### src/rtl/core/ssrq_pkg.sv
// shared types and constants for the sorted store rank query block
`default_nettype none
package ssrq_pkg;

	localparam int DEPTH_DEF      = 1024;
	localparam int VALUE_BITS_DEF = 32;
	localparam int COUNT_BITS     = 11;
	localparam int IN_VALUE_BITS  = 32;

	localparam logic [1:0] KIND_LOAD  = 2'd0;
	localparam logic [1:0] KIND_QUERY = 2'd1;
	localparam logic [1:0] KIND_CLEAR = 2'd2;

	typedef enum logic [2:0] {
		ST_IDLE,
		ST_SRCH_RD,
		ST_SRCH_CMP,
		ST_SHIFT_RD,
		ST_SHIFT_WR,
		ST_INSERT,
		ST_RESP
	} state_t;

	typedef struct packed {
		logic capture;
		logic set_ovf;
		logic clear;
		logic rd_mid;
		logic step;
		logic rd_prev;
		logic wr_shift;
		logic ins;
		logic resp;
	} cmd_t;

	typedef struct packed {
		logic full;
		logic lo_lt_hi;
		logic ptr_gt_lo;
		logic is_load;
	} status_t;

endpackage
`default_nettype wire

### src/rtl/core/ssrq_ctrl.sv
// controller state machine for the sorted store rank query block
`default_nettype none
module ssrq_ctrl (
	input  wire logic              clk,
	input  wire logic              arst_n,
	input  wire logic              start,
	input  wire logic [1:0]        kind,
	input  wire ssrq_pkg::status_t st,
	output ssrq_pkg::cmd_t         cmd,
	output logic                   busy
);

	ssrq_pkg::state_t state_q;
	ssrq_pkg::state_t state_nx;

	always_ff @(posedge clk or negedge arst_n) begin
		if (!arst_n) begin
			state_q <= ssrq_pkg::ST_IDLE;
		end else begin
			state_q <= state_nx;
		end
	end

	always_comb begin
		state_nx = state_q;
		cmd      = '0;
		busy     = 1'b1;
		case (state_q)
			ssrq_pkg::ST_IDLE: begin
				busy = 1'b0;
				if (start) begin
					case (kind)
						ssrq_pkg::KIND_LOAD: begin
							if (st.full) begin
								cmd.set_ovf = 1'b1;
							end else begin
								cmd.capture = 1'b1;
								state_nx    = ssrq_pkg::ST_SRCH_RD;
							end
						end
						ssrq_pkg::KIND_QUERY: begin
							cmd.capture = 1'b1;
							state_nx    = ssrq_pkg::ST_SRCH_RD;
						end
						ssrq_pkg::KIND_CLEAR: begin
							cmd.clear = 1'b1;
						end
						default: begin
						end
					endcase
				end
			end
			ssrq_pkg::ST_SRCH_RD: begin
				if (st.lo_lt_hi) begin
					cmd.rd_mid = 1'b1;
					state_nx   = ssrq_pkg::ST_SRCH_CMP;
				end else if (st.is_load) begin
					state_nx = ssrq_pkg::ST_SHIFT_RD;
				end else begin
					state_nx = ssrq_pkg::ST_RESP;
				end
			end
			ssrq_pkg::ST_SRCH_CMP: begin
				cmd.step = 1'b1;
				state_nx = ssrq_pkg::ST_SRCH_RD;
			end
			ssrq_pkg::ST_SHIFT_RD: begin
				if (st.ptr_gt_lo) begin
					cmd.rd_prev = 1'b1;
					state_nx    = ssrq_pkg::ST_SHIFT_WR;
				end else begin
					state_nx = ssrq_pkg::ST_INSERT;
				end
			end
			ssrq_pkg::ST_SHIFT_WR: begin
				cmd.wr_shift = 1'b1;
				state_nx     = ssrq_pkg::ST_SHIFT_RD;
			end
			ssrq_pkg::ST_INSERT: begin
				cmd.ins  = 1'b1;
				state_nx = ssrq_pkg::ST_IDLE;
			end
			ssrq_pkg::ST_RESP: begin
				cmd.resp = 1'b1;
				state_nx = ssrq_pkg::ST_IDLE;
			end
			default: begin
				state_nx = ssrq_pkg::ST_IDLE;
			end
		endcase
	end

endmodule
`default_nettype wire

### config.mk
export PLATFORM = sky130hd
export DESIGN_NAME = ssrq_ctrl
export DESIGN_NICKNAME = d
export VERILOG_FILES = /design/src/rtl/core/ssrq_pkg.sv /design/src/rtl/core/ssrq_ctrl.sv
export SDC_FILE = /design/constraint.sdc
export NUM_CORES = 1
export LEC_CHECK = 0
export BUFFER_PORTS_ARGS = -buffer_cell sky130_fd_sc_hd__clkbuf_2
export CORE_AREA = 8 8 45 47
export CTS_BUF_LIST = sky130_fd_sc_hd__clkbuf_2
export DETAILED_ROUTE_END_ITERATION = 7
export DIE_AREA = 0 0 53 55
export HOLD_SLACK_MARGIN = 0.12
export PLACE_DENSITY = 0.55
export SYNTH_ARGS = -nofsm -noshare
export SYNTH_HDL_FRONTEND = slang
export SYNTH_SLANG_ARGS = --single-unit
### constraint.sdc
create_clock -name clk -period 1.19 [get_ports clk]
set_input_delay 0.238 -clock clk [delete_from_list [all_inputs] [get_ports clk]]
set_output_delay 0.238 -clock clk [all_outputs]
set_load 0.02 [all_outputs]
==> results by stage, run 1 <==
Layout:
- Compared with the post-synthesis result, the final layout area differs by 116.5%.
- The utilization after layout is 0.4521.
- The register with the most flip-flops in the final layout is state_q.
- The leading cell type in the layout, fill and taps excluded is sky130_fd_sc_hd__clkbuf_2.
- The largest registers in the layout are state_q: 3 flops.
- The fraction of layout instances using a drive strength above 1 is 0.7619.
- The number of antenna diodes in the final layout is 0.
- In the layout the commonest cells are sky130_fd_sc_hd__clkbuf_2 (12), sky130_fd_sc_hd__buf_4 (11), sky130_fd_sc_hd__buf_6 (6), sky130_fd_sc_hd__clkbuf_8 (3).
- The total number of nets in the final design is 73.
- The number of flip-flops under the largest register name is 3.

Run status:
- The run finished, with violations left.
- The checks that failed: negative setup slack.

Floorplan:
- The chip width is 53 microns.
- The placeable core area is 1384 sq um.
- For this configuration, the core starts out at a cell density of 0.2089.
- In this run the count of I/O pins placed on the die edge is 19.
- The area of the die is a little under 3000 sq um.
- The floorplan has 14 rows.
- The floorplan die height is 55 microns.

Global route:
- The via count of the first global-routing pass is between 300 and 400.
- The first global-routing pass estimated 1414 microns of wire.
- The number of antenna violations at the first check in global routing came to 0.
- The global-route congestion overflow total is 0.
- For this run, the total global-route usage over all layers was measured as 0.06783.
- The maximum number of pins on one net before global-route repair is 12.

Timing:
- The setup slack after layout is -360.0 ps.
- The clock tree skew after final layout is 4.377 ps.
- Setup violations remaining at the end of the flow were counted as 12.
- Static timing analysis puts the maximum clock frequency at 645.2 MHz.
- The tightest hold path in the finished design has a slack of 347.7 ps.
- For the pin with the worst max-slew slack, the measured transition is roughly 250 ps.
- Headroom to the max-slew limit came out at 0.8363.
- The final critical-path share of the clock period is 1.303.
- The worst path in the final design needs a cycle of between 1500 and 2000 ps, including I/O delays and setup.
- The number of hold-slack violations in the final timing report is 0.
- The final number of max-transition violations came to 0.
- Setup repair after global routing could not meet its margin everywhere.

Setup path:
- The sort of element at the start of the critical path is a flip-flop.
- The largest single stage delay on the critical path is around 400 ps.
- The signal on the critical path passes through buf_4 > buf_6 > buf_6 > and3b_2 > buf_8.
- The cell that appears most often on the critical path is sky130_fd_sc_hd__buf_6.
- The largest fanout on the critical path is 5.
- The master of the slowest instance on the critical path is sky130_fd_sc_hd__dfrtp_1.
- The critical path class is reg -> out.
- The category of the worst setup path capture point is an output port.
- Data on the critical path is required at its endpoint by 950 ps.
- For the worst setup path, the data arrival time is 1310 ps.

Detailed routing:
- The via-per-instance ratio is 4.190.
- After detailed routing, the average wire length per cell comes to approximately 12 microns.
- The total via count after detailed routing is 331.
- After detailed routing, the number of remaining DRC violations is 0.
- The count of nets left with antenna violations once routing finished came out at 0.
- The total detailed-routing wirelength is 957 microns.
- For this block, the initial DRC count from the detailed router was 0.
- For this run, the detailed router's first-pass iteration total came to 1.

Clocking:
- The root buffer cell is sky130_fd_sc_hd__clkbuf_2.
- Counting every sink on the clock net gives 3.
- The number of buffers added by the clock tree synthesis step is 3.
- In this run the number of H-tree levels came out at 1.
- The clock-pin slew on the worst setup and hold paths is 40 ps.
- The maximum root-to-sink buffer count is 2.
- TritonCTS built the clock tree.
- The clock latency at the later pin of the worst-skew pair is approximately 200 ps.

Synthesis:
- The post-synthesis net count is 40.
- The post-synthesis cell area is 289.0 sq um.
- Of the synthesized area, sequential elements account for 0.2597.
- The number of warning messages in the yosys log is 0.
- The count of different cell masters after synthesis is 22.
- The number of instances in the synthesized netlist is 31.
- The register bit count reported by yosys is 3.
- Each instance of the synthesized netlist takes up on average 9.323 sq um.

Placed design:
- The congestion estimate from routability-driven global placement came to 0.6787.
- The minimum setup slack after placement is -179.4 ps.
- The number of buffer cells added on primary ports is 18.

Hold path:
- The tightest min-delay check is of the in -> reg type.

Power and ir drop:
- The analysis attributes to cell leakage a power of between 0.3 and 0.4 nW.
- Across the VDD grid, the largest voltage drop is between 1 and 1.5 mV.
- The power density relative to cell area is between 2000 and 2500 nW/um^2.
- Total power for the finished layout comes to 1.387 mW.

Run:
- Across the run, the number of max-cap violations was 0.
metal layers:
metal	global-route usage	wire length (microns)	up-vias	part of all wire
met5	0	0	-	0
met4	0.05172	0	0	0
met3	0.04011	94	0	0.098
met2	0.1074	518	10	0.54
met1	0.06402	344	149	0.36
li1	-	-	172	-
area by class of cell:
cell class              count  area, sq um
clock buffers               4        20.02
well taps                  16        20.02
inverters                   2        7.507
repair buffers             31        271.5
fillers                   141        758.2
flip-flops and latches      3        76.32
multi-input cells          23        230.2
cell usage after synthesis:
library cell,n,area (sq um)
sky130_fd_sc_hd__a22oi_1,1,7.510
sky130_fd_sc_hd__a31oi_1,1,6.260
sky130_fd_sc_hd__and3_1,1,6.260
sky130_fd_sc_hd__and3b_1,1,8.760
sky130_fd_sc_hd__and3b_2,2,20.02
sky130_fd_sc_hd__and4_1,1,8.760
sky130_fd_sc_hd__buf_4,2,15.01
sky130_fd_sc_hd__buf_6,1,11.26
sky130_fd_sc_hd__dfrtp_1,3,75.07
sky130_fd_sc_hd__inv_1,2,7.510
sky130_fd_sc_hd__nand2_1,1,3.750
sky130_fd_sc_hd__nand2b_1,1,6.260
sky130_fd_sc_hd__nand3b_2,1,11.26
sky130_fd_sc_hd__nor2_1,3,11.26
sky130_fd_sc_hd__nor2b_1,1,6.260
sky130_fd_sc_hd__nor2b_2,1,8.760
sky130_fd_sc_hd__nor3_4,1,16.27
sky130_fd_sc_hd__nor3b_1,3,22.52
sky130_fd_sc_hd__nor3b_2,1,12.51
sky130_fd_sc_hd__o21a_1,1,7.510
sky130_fd_sc_hd__o31ai_1,1,7.510
sky130_fd_sc_hd__xnor2_1,1,8.760
worst max-delay path, delay by kind of cell, from the launching register on:
kind / cells / cell delay (ps)
buffers and inverters: 4 / 470
DFF: 1 / 400
and+or+nand+nor: 1 / 230
power by group:
part	internal, mW	switching, mW
sequential	0.149	0.0502
clock	0.0887	0.0553
combinational	0.589	0.455
kinds of logic after synthesis:
| kind of cell | count (synthesis) | share of synthesized area |
|---|---|---|
| and+or+nand+nor | 18 | 0.4936 |
| AOI/OAI and AO/OA | 4 | 0.09961 |
| DFF | 3 | 0.2597 |
| buffers and inverters | 5 | 0.1169 |
| xor gates and xnor gates | 1 | 0.03031 |
what timing repair did:
action                     CTS  global route
hold endpoints to repair     3             0
pin swaps                    1             1
hold buffers                 1             0
buffers inserted             1             6
setup endpoints to repair   10            11
gates resized for setup     18            19
path summary, 6_finish.rpt:
check | endpoint | slack, ps | cells after the start | startpoint
setup / recovery | cmd[0] | -360 | 5 | state_q[0]
hold / removal | state_q[2] | 350 | 3 | st[0]
setup reg to reg | state_q[0] | -100 | 6 | state_q[0]
hold reg to reg | state_q[1] | 660 | 2 | state_q[1]
max in group asynchronous | state_q[2] | 700 | 2 | arst_n
min in group asynchronous | state_q[1] | 370 | 2 | arst_n
through the flow:
step | setup TNS (ps) | std cells | area [sq um]
final | -3360 | 79 | 625.6
after global routing | -4200 | 79 | 625.6
after CTS | -2949 | 73 | 540.5
after detailed placement | -623.6 | 67 | 425.4
after global placement | -514.0 | 67 | 425.4
after floorplan | -340.2 | 31 | 304.0
Note: power is estimated with default switching activity, not from simulation.
==> run 2, diff against run 1 <==
==> constraint.sdc (replaced) <==
create_clock -name clk -period 1.19 [get_ports clk]
set_input_delay 0.238 -clock clk [delete_from_list [all_inputs] [get_ports clk]]
set_output_delay 0.238 -clock clk [all_outputs]
set_load 0.01 [all_outputs]
==> run 2 against run 1 <==
  * The run still ends with negative setup slack left
  * First-iteration DRC count grew 2
  * Sequential share of layout area grew 3.3 points
  * Final area shrank 20%
  * Worst hold slack lost 3.4 ps
  * Fmax grew 5.1%
  * Global-route usage shrank 0.81 points
  * Wire length shrank 18%
  * Sequential power grew 10%
  * Worst setup slack gained 76 ps
  * Critical path type unchanged
  * Critical endpoint is now cmd[7]
  * Largest cell class is now multi-input combinational cells
  * Highest routed layer is now met4
==> results by stage, run 2 (synthesized netlist as in run 1, its figures left out) <==
Run status:
- The run finished, with violations left.
- The checks that failed: negative setup slack.

Timing:
- The setup slack after layout is -284.2 ps (+75.82 ps).
- The clock tree skew after final layout came to 8.030 ps (+3.653 ps).
- The transition time at the pin with the least slew margin is 217.9 ps (-27.14 ps).
- The number of hold-slack violations in the final timing report is 0 (unchanged).
- The clock period minus final worst setup slack is 1474 ps (-75.82 ps).
- The final number of max-transition violations came to 0 (unchanged).
- Setup repair after global routing could not meet its margin everywhere.
- The maximum clock rate is 678.3 MHz (+5.1%).
- The final critical-path share of the clock period is 1.239 (-0.06371).
- The number of setup violations in the final report came to 10 (-2).
- The final-layout setup total negative slack is -1933 ps (+1427 ps).
- The remaining max-slew budget at the tightest pin is 0.8535 (+0.01721).

Power and ir drop:
- The power spent charging and discharging nets is 0.4098 mW (-27%).
- The share of power burned in registers is 0.208 (+0.064).
- The leakage power is 0.2711 nW (-17%).
- The fraction of power consumed by combinational cells is 0.655 (-0.098).
- The internal power component is 0.6402 mW (-23%).
- The fraction of power consumed by the clock network is 0.136 (+0.032).
- The total design power is 1.050 mW (-24%).
- The power density relative to cell area is 2098 nW/um^2 (-5.3%).
- The switching power as a share of total power is 0.3903 (-0.01367).
- The worst ir drop on vdd came to 0.7698 mV (-31%).

Layout:
- The total number of nets in the final design was 68 (-6.8%).
- The count of inserted antenna diode cells is 0 (unchanged).
- The sequential standard cell area came to 77.57 sq um (+1.6%).
- Ranked by flip-flop count, first place goes to state_q.
- The synthesis-to-layout area growth is 73.16%.
- The number of filler cells placed in the layout was 152 (+7.8%).
- The top cell types in the final layout, fill and taps aside, are sky130_fd_sc_hd__clkbuf_2 (15), sky130_fd_sc_hd__buf_6 (6), sky130_fd_sc_hd__buf_2 (5).
- The post-route cell area was 500.5 sq um (-20%).
- The fraction of layout instances using a drive strength above 1 is 0.6724 (-0.08949).
- The area occupied by multi-input gates is 195.2 sq um (-15%).
- In the final layout, the registers with the most flip-flops are state_q: 3 flops.
- Leaving out fill and tap cells, the most frequent cell in the layout is sky130_fd_sc_hd__clkbuf_2.
- The number of flip-flops under the largest register name is 3 (unchanged).

Global route:
- The maximum number of pins on one net before global-route repair is 12 (unchanged).
- The first-pass GRT wire length is 1242 microns (-12%).
- The overall routing resource usage was 0.05973 (-0.008108).
- The global-route congestion overflow total is 0 (unchanged).
- The number of antenna violations at the first check in global routing came to 0 (unchanged).
- The via count of the first global-routing pass came to 307 (-13%).

Detailed routing:
- The post-detailed-route count of antenna-violating nets is 0 (unchanged).
- The via-per-instance ratio came to 4.243 (+1.3%).
- The number of DRC markers in iteration 0 is 2 (+2).
- The total detailed-routing wirelength was 781 microns (-18%).
- The final routed wire length divided by cell count is 10.55 microns (-13%).
- The first-pass iteration count of the detailed router is 2 (+1).
- The total via count after detailed routing is 314 (-5.1%).
- The number of design rule violations left after detail routing is 0 (unchanged).

Setup path:
- The reg2reg setup slack was 50 ps (+150 ps).
- The depth of the worst register-to-register path is 4 (-2).
- The critical path goes through nor3_4 > nand3b_2 > nor3b_2 > buf_2.
- In this run the critical register-to-register path is launched from state_q[0].
- The total number of cells along the worst setup path is 4 (-1).
- The category of the worst setup path capture point is an output port.
- The largest stage delay on the critical path came to 430 ps (+30 ps).
- The beginning of the critical path is state_q[0].
- STA classifies the critical path startpoint as a flip-flop.
- The worst endpoint required time was 950 ps (about the same).
- In this design, the largest share of critical-path delay is due to simple AND/OR/NAND/NOR gates.
- In this run the worst setup path terminates at cmd[7].
- The master of the slowest instance on the critical path is sky130_fd_sc_hd__dfrtp_2.
- The reg-to-reg endpoint is state_q[0].
- The critical path data arrival time is 1240 ps (-70 ps).
- The number of buffer and inverter stages on the critical path is 1 (-3).
- The critical path class is reg -> out.
- The largest fanout on the critical path is 3 (-2).

Floorplan:
- The floorplan die height came to 55 microns (unchanged).
- The initial core utilization is 0.2089 (unchanged).
- The top-level port count is 19 (unchanged).
- The area of the die is 2915 sq um (unchanged).
- The placeable core area is 1384 sq um (unchanged).
- The number of rows in the core area came to 14 (unchanged).
- The chip width is 53 microns (unchanged).

Placed design:
- The standard cell area after detailed placement is 410.4 sq um (-3.5%).
- The post-DP HPWL is 657.1 microns.
- The routability congestion estimate is 0.6998 (+3.1%).
- The number of buffer cells added on primary ports is 18 (unchanged).

Clocking:
- The number of buffers added by the clock tree synthesis step came to 3 (unchanged).
- The clock latency at the later pin of the worst-skew pair came to 210 ps (about the same).
- The depth of the CTS H-tree is 1 (unchanged).
- TritonCTS built the clock tree.
- Clock tree synthesis selected as its root buffer the cell sky130_fd_sc_hd__clkbuf_2.
- The clock sink count is 3 (unchanged).
- The maximum root-to-sink buffer count came to 2 (unchanged).
- The clock-pin slew on the worst setup and hold paths is 50 ps (about the same).

Hold path:
- The worst hold path belongs to the class in -> reg.

Run:
- The count of max-cap constraint violations is 0 (unchanged).
## run 2: cell count changes in the layout (fill, tap and decap cells not counted), sizes merged
cell	change
buf	-5
## run 2: what timing repair did
| item | 4_1_cts | 5_1_grt |
|---|---|---|
| setup buffers | 1 | 1 |
| pin swaps | 1 | 1 |
| hold buffers | 1 | 0 |
| gates resized for setup | 6 | 12 |
| endpoints found under the setup margin | 10 | 10 |
| gates cloned | 0 | 0 |
| hold endpoints to repair | 3 | 0 |
## run 2: worst min-delay path by stage
| stage | to | slack, ps | depth (start not counted) | start |
|---|---|---|---|---|
| floorplan | state_q[0] | -60 | 0 | arst_n |
| global placement | state_q[1] | 40 | 1 | arst_n |
| detailed placement | state_q[2] | 40 | 1 | arst_n |
| CTS | state_q[2] | 330 | 3 | st[0] |
| global route | state_q[2] | 330 | 2 | arst_n |
| finish | state_q[2] | 340 | 3 | st[0] |
## run 2: worst reg2reg max path, delay by kind of cell (launching register included)
family	cells	cell delay (ps)
DFF	1	430
AOI/OAI and AO/OA	1	240
buffers and inverters	3	370
## run 2: area by class of cell
class                      count  share of cell area
tap                           16             0.04000
inverter                       2             0.01500
clock buffer                   4             0.04000
sequential                     3              0.1550
timing repair buffer          26              0.3600
multi-input combinational     23              0.3900
## run 2: through the flow
stage          hold WS [ps]  utilization  setup WS [ps]  std cells
5_1_grt               334.8       0.3617         -391.9         74
4_1_cts               331.6       0.3382         -314.3         73
2_1_floorplan        -57.59            -         -43.44         31
6_report              344.3       0.3617         -284.2         74
3_5_place_dp          39.22       0.2966         -100.9         67
3_3_place_gp          37.54       0.2966         -99.17         67
## run 2: power by group through the flow
stage / combinational (mW) / clock [mW] / sequential, mW
2_1_floorplan: 0.418 / 0 / 0.170
3_3_place_gp: 0.556 / 0 / 0.210
6_report: 0.688 / 0.143 / 0.219
5_1_grt: 0.756 / 0.170 / 0.223
3_5_place_dp: 0.560 / 0 / 0.209
4_1_cts: 0.632 / 0.154 / 0.210
## run 2: metal layers
metal,global-route usage,wire length [microns]
met5,0,0
met1,0.06738,349
met4,0.03879,12
met2,0.07227,340
met3,0.05080,78
